## src/rtl/core/semaphore_wait_queue_table_unit_macros.svh

```systemverilog
// assertion macros for the semaphore wait queue table unit
`ifndef SEMAPHORE_WAIT_QUEUE_TABLE_UNIT_MACROS_SVH
`define SEMAPHORE_WAIT_QUEUE_TABLE_UNIT_MACROS_SVH

// property that holds whenever reset is released
`define SWQ_ASSERT(label, clk, rst_n, prop, msg) \
  label: assert property (@(posedge clk) disable iff (!rst_n) prop) else $error(msg);

// property checked at every edge, including during reset
`define SWQ_ASSERT_ALWAYS(label, clk, prop, msg) \
  label: assert property (@(posedge clk) prop) else $error(msg);

`endif

```

## src/rtl/core/swq_pkg.sv

```systemverilog
// ----------------------------------------------------------------------------
// swq_pkg
// types, codes and controller interface of the semaphore wait queue table
// ----------------------------------------------------------------------------
package swq_pkg;

  localparam int unsigned NumEntries = 16;
  localparam int unsigned NumProc    = 16;
  localparam int unsigned DescW      = $clog2(NumEntries);
  localparam int unsigned ProcW      = 4;
  localparam int unsigned CountW     = $clog2(NumProc + 1);

  typedef logic [DescW-1:0]  desc_idx_t;
  typedef logic [ProcW-1:0]  proc_idx_t;
  typedef logic [CountW-1:0] count_t;

  typedef enum logic [1:0] {
    MODE_INSERT = 2'd0,
    MODE_REMOVE = 2'd1,
    MODE_OUT    = 2'd2,
    MODE_HEAD   = 2'd3
  } mode_e;

  typedef enum logic [1:0] {
    ST_OK       = 2'd0,
    ST_FULL     = 2'd1,
    ST_NOTFOUND = 2'd2,
    ST_BLOCKED  = 2'd3
  } status_e;

  typedef struct packed {
    logic [1:0]  mode;
    logic [31:0] sem_key;
    logic [3:0]  proc_id;
  } swq_in_t;

  typedef struct packed {
    logic [1:0] status;
    logic [3:0] proc_out;
    logic       released;
  } swq_out_t;

  // controller to datapath commands
  typedef struct packed {
    logic load;      // capture the request
    logic scan_init; // reset scan index
    logic scan_step; // compare one descriptor, advance
    logic walk_init; // set up the queue walk for out
    logic walk_step; // follow one link
    logic commit;    // apply update and register the result
  } swq_cmd_t;

  // datapath to controller status
  typedef struct packed {
    logic scan_done;
    logic walk_done;
  } swq_stat_t;

endpackage

```

## src/rtl/core/swq_ctrl.sv

```systemverilog
// ----------------------------------------------------------------------------
// swq_ctrl
// sequencer: search the descriptor table or, for out, walk a queue, then commit
// ----------------------------------------------------------------------------
module swq_ctrl import swq_pkg::*; (
  input  logic      clk_i,
  input  logic      rst_ni,
  input  logic      start_i,
  input  logic [1:0] mode_i,
  input  swq_stat_t stat_i,
  output swq_cmd_t  cmd_o,
  output logic      busy_o
);

  typedef enum logic [4:0] {
    S_IDLE   = 5'b00001,
    S_SCAN   = 5'b00010,
    S_WINIT  = 5'b00100,
    S_WALK   = 5'b01000,
    S_COMMIT = 5'b10000
  } state_e;

  state_e state_q, state_d;

  // next state and commands
  always_comb begin
    state_d = state_q;
    cmd_o   = '0;
    case (state_q)
      S_IDLE: begin
        if (start_i) begin
          cmd_o.load = 1'b1;
          cmd_o.scan_init = 1'b1;
          state_d = (mode_i == MODE_OUT) ? S_WINIT : S_SCAN;
        end
      end
      S_SCAN: begin
        cmd_o.scan_step = 1'b1;
        if (stat_i.scan_done) state_d = S_COMMIT;
      end
      S_WINIT: begin
        cmd_o.walk_init = 1'b1;
        state_d = S_WALK;
      end
      S_WALK: begin
        cmd_o.walk_step = 1'b1;
        if (stat_i.walk_done) state_d = S_COMMIT;
      end
      S_COMMIT: begin
        cmd_o.commit = 1'b1;
        state_d = S_IDLE;
      end
      default: state_d = S_IDLE;
    endcase
  end

  // state register
  always_ff @(posedge clk_i or negedge rst_ni) begin
    if (!rst_ni) begin
      state_q <= S_IDLE;
    end else begin
      state_q <= state_d;
    end
  end

  assign busy_o = (state_q != S_IDLE);

endmodule

```

## src/rtl/core/swq_dp.sv

```systemverilog
// ----------------------------------------------------------------------------
// swq_dp
// descriptor table, process links, scan and walk registers, result register
// ----------------------------------------------------------------------------
module swq_dp import swq_pkg::*; (
  input  logic      clk_i,
  input  logic      rst_ni,
  input  swq_in_t   req_i,
  input  swq_cmd_t  cmd_i,
  output swq_stat_t stat_o,
  output logic      res_valid_o,
  output swq_out_t  res_o
);

  // table state
  logic [NumEntries-1:0] dvalid_q;
  logic [31:0]           dkey_q   [NumEntries];
  proc_idx_t             dhead_q  [NumEntries];
  proc_idx_t             dtail_q  [NumEntries];
  count_t                dcount_q [NumEntries];
  proc_idx_t             pnext_q  [NumProc];
  desc_idx_t             pdesc_q  [NumProc];
  logic [NumProc-1:0]    pblk_q;

  // request and scan registers
  swq_in_t   req_q;
  logic [DescW:0] idx_q;
  logic      hit_q, free_q;
  desc_idx_t hit_d_q, free_d_q;
  // walk registers for out
  proc_idx_t prev_q;
  count_t    wi_q;
  logic      found_q, atHead_q;

  swq_out_t  res_q, res_d;
  logic      rv_q;

  desc_idx_t sidx;
  desc_idx_t od;
  proc_idx_t p;
  proc_idx_t cur;
  logic      scan_end, walk_end;

  assign sidx = idx_q[DescW-1:0];
  assign p    = req_q.proc_id;
  assign od   = pdesc_q[p];
  assign cur  = pnext_q[prev_q];
  assign scan_end = (idx_q == (DescW+1)'(NumEntries - 1)) || (idx_q[DescW] == 1'b1);
  // a process that is not waiting has no queue to walk
  assign walk_end = !pblk_q[p] || found_q || (wi_q >= dcount_q[od]);
  assign stat_o.scan_done = scan_end;
  assign stat_o.walk_done = walk_end;

  // scan, walk and request capture
  always_ff @(posedge clk_i) begin
    if (cmd_i.load) req_q <= req_i;
    if (cmd_i.scan_init) begin
      idx_q  <= '0;
      hit_q  <= 1'b0;
      free_q <= 1'b0;
    end else if (cmd_i.scan_step) begin
      if (dvalid_q[sidx] && dkey_q[sidx] == req_q.sem_key && !hit_q) begin
        hit_q   <= 1'b1;
        hit_d_q <= sidx;
      end
      if (!dvalid_q[sidx] && !free_q) begin
        free_q   <= 1'b1;
        free_d_q <= sidx;
      end
      idx_q <= idx_q + 1'b1;
    end
    if (cmd_i.walk_init) begin
      prev_q   <= dhead_q[od];
      wi_q     <= count_t'(1);
      atHead_q <= (dhead_q[od] == p);
      found_q  <= (dhead_q[od] == p);
    end else if (cmd_i.walk_step && !walk_end) begin
      if (cur == p) found_q <= 1'b1;
      else prev_q <= cur;
      wi_q <= wi_q + 1'b1;
    end
  end

  // result of the current item
  always_comb begin
    res_d = '{status: ST_OK, proc_out: '0, released: 1'b0};
    case (req_q.mode)
      MODE_INSERT: begin
        if (pblk_q[p]) res_d.status = ST_BLOCKED;
        else if (!hit_q && !free_q) res_d.status = ST_FULL;
      end
      MODE_REMOVE, MODE_HEAD: begin
        if (!hit_q || dcount_q[hit_d_q] == '0) begin
          res_d.status = ST_NOTFOUND;
        end else begin
          res_d.proc_out = dhead_q[hit_d_q];
          if (req_q.mode == MODE_REMOVE && dcount_q[hit_d_q] == count_t'(1)) begin
            res_d.released = 1'b1;
          end
        end
      end
      default: begin
        if (!pblk_q[p] || !dvalid_q[od] || dcount_q[od] == '0 || !found_q) begin
          res_d.status = ST_NOTFOUND;
        end else begin
          res_d.proc_out = p;
          res_d.released = (dcount_q[od] == count_t'(1));
        end
      end
    endcase
  end

  // commit: table update and result
  always_ff @(posedge clk_i or negedge rst_ni) begin
    if (!rst_ni) begin
      dvalid_q <= '0;
      pblk_q   <= '0;
      rv_q     <= 1'b0;
      res_q    <= '0;
      for (int i = 0; i < NumEntries; i++) dcount_q[i] <= '0;
    end else begin
      rv_q <= cmd_i.commit;
      if (cmd_i.commit) begin
        res_q <= res_d;
        case (req_q.mode)
          MODE_INSERT: begin
            if (!pblk_q[p] && (hit_q || free_q)) begin
              if (hit_q) begin
                if (dcount_q[hit_d_q] == '0) dhead_q[hit_d_q] <= p;
                else pnext_q[dtail_q[hit_d_q]] <= p;
                dtail_q[hit_d_q]  <= p;
                dcount_q[hit_d_q] <= dcount_q[hit_d_q] + 1'b1;
                pdesc_q[p] <= hit_d_q;
              end else begin
                dvalid_q[free_d_q] <= 1'b1;
                dkey_q[free_d_q]   <= req_q.sem_key;
                dhead_q[free_d_q]  <= p;
                dtail_q[free_d_q]  <= p;
                dcount_q[free_d_q] <= count_t'(1);
                pdesc_q[p] <= free_d_q;
              end
              pnext_q[p] <= '0;
              pblk_q[p]  <= 1'b1;
            end
          end
          MODE_REMOVE, MODE_HEAD: begin
            if (hit_q && dcount_q[hit_d_q] != '0 && req_q.mode == MODE_REMOVE) begin
              pblk_q[dhead_q[hit_d_q]] <= 1'b0;
              dhead_q[hit_d_q] <= pnext_q[dhead_q[hit_d_q]];
              dcount_q[hit_d_q] <= dcount_q[hit_d_q] - 1'b1;
              if (dcount_q[hit_d_q] == count_t'(1)) begin
                dvalid_q[hit_d_q] <= 1'b0;
              end
            end
          end
          default: begin
            if (pblk_q[p] && dvalid_q[od] && dcount_q[od] != '0 && found_q) begin
              if (atHead_q) dhead_q[od] <= pnext_q[p];
              else begin
                pnext_q[prev_q] <= pnext_q[p];
                if (dtail_q[od] == p) dtail_q[od] <= prev_q;
              end
              pblk_q[p] <= 1'b0;
              dcount_q[od] <= dcount_q[od] - 1'b1;
              if (dcount_q[od] == count_t'(1)) begin
                dvalid_q[od] <= 1'b0;
              end
            end
          end
        endcase
      end
    end
  end

  assign res_valid_o = rv_q;
  assign res_o       = res_q;

endmodule

```

## src/rtl/core/semaphore_wait_queue_table_unit.sv

```systemverilog
// ----------------------------------------------------------------------------
// semaphore_wait_queue_table_unit
// table of semaphore descriptors with fifo queues of blocked processes
// ----------------------------------------------------------------------------
// usage:
//   raise start with req_i while busy is low; the item is taken at that
//   edge and busy rises right after it.
//   insert, remove and head scan all 16 descriptors, one per cycle, for a
//   matching key and the lowest free entry.
//   out follows the queue links of the process's descriptor one per cycle,
//   ending at once when the process is at the head of its queue or not
//   waiting, and otherwise at the process's position behind the head.
//   result appears on res_o for one cycle with res_valid_o high; busy is
//   already low in that cycle, so the next item can be taken at the edge
//   that takes the result.
//   the receiver cannot stall; results must be taken when strobed.
//   reset clears all descriptor valid marks, counts and blocked marks.
// ----------------------------------------------------------------------------
`include "semaphore_wait_queue_table_unit_macros.svh"
module semaphore_wait_queue_table_unit import swq_pkg::*; (
  input  logic     clk_i,
  input  logic     rst_ni,
  input  logic     start,
  output logic     busy,
  input  swq_in_t  req_i,
  output logic     res_valid_o,
  output swq_out_t res_o
);

  swq_cmd_t  cmd;
  swq_stat_t stat;

  // controller
  swq_ctrl u_ctrl (
    .clk_i  (clk_i),
    .rst_ni (rst_ni),
    .start_i(start),
    .mode_i (req_i.mode),
    .stat_i (stat),
    .cmd_o  (cmd),
    .busy_o (busy)
  );

  // datapath
  swq_dp u_dp (
    .clk_i      (clk_i),
    .rst_ni     (rst_ni),
    .req_i      (req_i),
    .cmd_i      (cmd),
    .stat_o     (stat),
    .res_valid_o(res_valid_o),
    .res_o      (res_o)
  );

  // checks
  `SWQ_ASSERT(a_res_while_busy, clk_i, rst_ni, res_valid_o |-> $past(busy), "result without work")
  `SWQ_ASSERT(a_accept_busy, clk_i, rst_ni, (start && !busy) |=> busy, "accept did not start work")
  `SWQ_ASSERT(a_one_cmd, clk_i, rst_ni, $onehot0({cmd.scan_step, cmd.walk_step, cmd.commit}), "overlapping commands")

endmodule
```

## config.mk

```make
export PLATFORM = sky130hd
export DESIGN_NAME = semaphore_wait_queue_table_unit
export DESIGN_NICKNAME = d
export VERILOG_FILES = /design/src/rtl/core/swq_pkg.sv /design/src/rtl/core/swq_ctrl.sv /design/src/rtl/core/swq_dp.sv /design/src/rtl/core/semaphore_wait_queue_table_unit.sv
export VERILOG_INCLUDE_DIRS = /design/src /design/src/rtl/core
export SDC_FILE = /design/constraint.sdc
export NUM_CORES = 2
export LEC_CHECK = 0
export ABC_AREA = 1
export BUFFER_PORTS_ARGS = -buffer_cell sky130_fd_sc_hd__buf_2
export CAP_MARGIN = 20
export CORE_MARGIN = 2
export CORE_UTILIZATION = 65
export DETAILED_ROUTE_END_ITERATION = 8
export PLACE_DENSITY = 0.82
export SETUP_SLACK_MARGIN = 0.15
export SLEW_MARGIN = 10
export SYNTH_ARGS = -nofsm -noshare
export SYNTH_HDL_FRONTEND = slang
export SYNTH_SLANG_ARGS = --single-unit
```

## constraint.sdc

```tcl
create_clock -name clk_i -period 13.6 [get_ports clk_i]
set_input_delay 2.72 -clock clk_i [delete_from_list [all_inputs] [get_ports clk_i]]
set_output_delay 2.72 -clock clk_i [all_outputs]
set_load 0.1 [all_outputs]
```

==> reports/qor.txt <==
Clock Skew: 0.0679 ns
Total GRT Usage: 39.2%
grt total ovfl: 0
post-cts resize count: 0
CP endpoint kind: register
remaining antenna violation count: 0
clock sinks: 973
Die ar.: 77,100 um^2
Synthesis Warnings: 0
Final min period: 7.23 ns
Synthesized Nets: 5,320
synthesized area per cell: 9.25 um^2
RSZ-0062 raised after global routing: no
reg2reg path depth: 23
drt initial violations: 6,543
CP required: 13.92 ns
synthesized area: 48,700 um^2
share of cells above drive strength 1: 7.46%
vias in the first global route: 39,200
FP Rows: 100
Initial Util: 65.5%
M2 GR Usage: 61.1%
pin count of the biggest net entering global routing: 91
Layout area overhead: 8.91%
clock-pin transition on the worst setup and hold timing paths: 0.06 ns
FF-to-FF End: u_dp.prev_q[0]
worst hold path stage count: 2
clk_lat worst skew: 0.71 ns
status: finished clean
async set or reset register ratio after synthesis: 12.8%
htree depth: 3
Chip Width: 278 um
number of max-cap violations: 0
synth unique cells: 60
most common cell after layout, fill and taps aside: nand2_1
TritonCTS buffer count: 97
Ports: 50
initial antenna violation count: 1
die height: 278 um
Clock Path Buffers: 3
maximum clock frequency: 0.138 GHz
sequential area share after synthesis: 56.8%
max-slew violations: 0
commonest non-fill, non-tap cells in the layout: 868 x nand2_1, 756 x edfxtp_1, 735 x o21ai_0
final hold vios: 0
critical path class: register to register
Mapped Cells: 5,265
Fin Setup TNS: 0 ns
ys flop type: edfxtp_1
Worst Hold Endpoint: u_dp.idx_q[4]
Lkg Pwr: 20.1 nW
Final Util: 71.4%
grt met3 use: 8.65%
Worst-Margin Slew: 1.21 ns
Peak supply drop: 0.000195 V
Vias/cell: 6.64
crit path DAT: 7.54 ns
drt wl/cell: 24.6 um
Vias: 41,600
reg2reg setup slack: 6.37 ns
postcts setup bufs: 0
Max-slew headroom: 19.4%
Tcrit/Tclk final: 53.1%
Synth Register Bits: 973
TritonCTS clock tree: yes
DP HPWL: 94,200 um
first-pass GRT wire length: 231,000 um
# hold bufs at CTS: 0
Core Box Area: 74,300 um^2
grt met1 use: 50.6%
EDFF count, synth: 756
Nets: 5,271
DRT Wirelength: 154,000 um
min-delay src: u_dp.idx_q[4]
CP Launch Type: register
final setup violating endpoints: 0
DRC Markers: 0
Root Buffer: clkbuf_16
routability cong.: 1.05
port buffer count: 49
Worst Hold Class: register to register
maximum fanout along the worst path: 45
DRT Pass-1 Iters: 8
Power Dens Cells: 185 nW/um^2
global routing's busiest layer: met2
worst max-delay path, cell delays in order, from the launching register on:
cell and delay, ns:
dfxtp_1 0.30, buf_4 0.27, inv_1 0.63, nand3_1 0.19, nand3_1 0.15, nand3_2 0.57
nand2_2 0.52, buf_12 0.29, nor2_2 0.04, buf_4 0.25, inv_2 0.43, o22ai_1 0.14
o21ai_0 0.18, nand2_1 0.09, nor2_1 0.29, clkinv_1 0.81, ha_1 0.60, o21ai_0 0.16
nand2_1 0.08, nand2_1 0.06, nand2_1 0.12, inv_1 0.20, nand2_1 0.07, nand2_1 0.31
synth_stat cells (all sizes together), types with 5 or more instances:
master / count / share of area [%]
ha: 14 / 0.36
a211oi: 7 / 0.11
nand3: 337 / 3.5
a31oi: 29 / 0.37
dfrtp: 124 / 6.4
o21ai: 760 / 7.9
a21oi: 279 / 3.0
mux2i: 137 / 2.8
xor2: 22 / 0.40
a22oi: 8 / 0.12
o31ai: 16 / 0.25
nand4: 23 / 0.30
nor4: 6 / 0.077
clkinv: 10 / 0.077
inv: 581 / 4.5
or2: 7 / 0.090
o221ai: 38 / 0.68
buf: 101 / 1.1
nand2: 879 / 6.8
nor3: 63 / 0.67
a32oi: 18 / 0.32
dfxtp: 92 / 3.8
o21a: 5 / 0.077
edfxtp: 756 / 47
clkbuf: 180 / 1.4
o22ai: 103 / 1.3
a221oi: 19 / 0.34
o211ai: 157 / 2.4
nor2: 465 / 3.8
cells by family after synthesis:
family          after synthesis  share of synthesized area [%]
mux                         139                           2.86
xor+xnor                     25                          0.450
simple gates               1785                           15.3
buf+inv                     872                           7.01
flops                       973                           56.8
fa+ha+maj                    14                          0.360
compound gates             1457                           17.2
sequential cells by signal, summed over array words and instances, names as in the netlist, named ones only:
register	count
u_dp.pblk_q	16
u_dp.res_valid_o	1
u_dp.dvalid_q	16
u_dp.hit_q	1
u_dp.idx_q	5
u_dp.dkey_q	512
u_dp.free_q	1
u_dp.dtail_q	64
u_dp.pnext_q	64
u_dp.wi_q	5
u_dp.atHead_q	1
u_dp.prev_q	4
u_ctrl.state_q	5
u_dp.pdesc_q	64
u_dp.dhead_q	64
u_dp.hit_d_q	4
u_dp.p	4
u_dp.found_q	1
u_dp.res_o	7
u_dp.free_d_q	4
u_dp.req_q	34
worst max-delay path by stage:
stage	slack, ns	endpoint	from
finish	6.37	u_dp.prev_q[0]	register
global route	6.19	u_dp.prev_q[0]	register
CTS	6.28	u_dp.dhead_q[12][2]	register
detailed placement	6.37	u_dp.dhead_q[12][1]	register
global placement	6.17	u_dp.dhead_q[6][0]	rst_ni
floorplan	7.08	u_dp.dkey_q[14][0]	rst_ni
stage by stage:
stage / setup WS [ns] / cell area [um^2] / hold WS, ns / std cells / total power, mW
6_report: 6.37 / 53000 / 0.478 / 6265 / 9.80
5_1_grt: 6.19 / 53000 / 0.507 / 6264 / 10.1
4_1_cts: 6.28 / 53000 / 0.486 / 6263 / 9.61
3_5_place_dp: 6.37 / 49800 / 0.472 / 6085 / 6.95
3_3_place_gp: 6.17 / 49800 / 0.453 / 6081 / 6.84
2_1_floorplan: 7.08 / 48700 / 0.438 / 5265 / 5.84
where the power goes:
group	leakage (nW)	internal [mW]	total, mW	switching, mW
logic	9.27	0.904	3.44	2.53
registers	9.31	3.43	3.67	0.238
clock network	1.53	1.49	2.70	1.21
total	20.1	5.83	9.80	3.98
routing by layer:
| layer | wire [um] | part of all wire [%] | vias up |
|---|---|---|---|
| met5 | 12 | 0.0078 | - |
| met4 | 10600 | 6.9 | 2 |
| met3 | 19100 | 12 | 726 |
| met2 | 69400 | 45 | 3164 |
| met1 | 55200 | 36 | 19400 |
| li1 | - | - | 18300 |
cell type report:
class                           instances  area, um^2
Fill cell                            5417       21300
Multi-Input combinational cell       3420       17800
Clock inverter                         64         712
Tap cell                              969        1210
Sequential cell                       973       27700
Inverter                              591        2220
Clock buffer                          114        2500
Timing Repair Buffer                  133         910
Antenna cell                            1        2.50
Power figures use the tool's default switching activity.
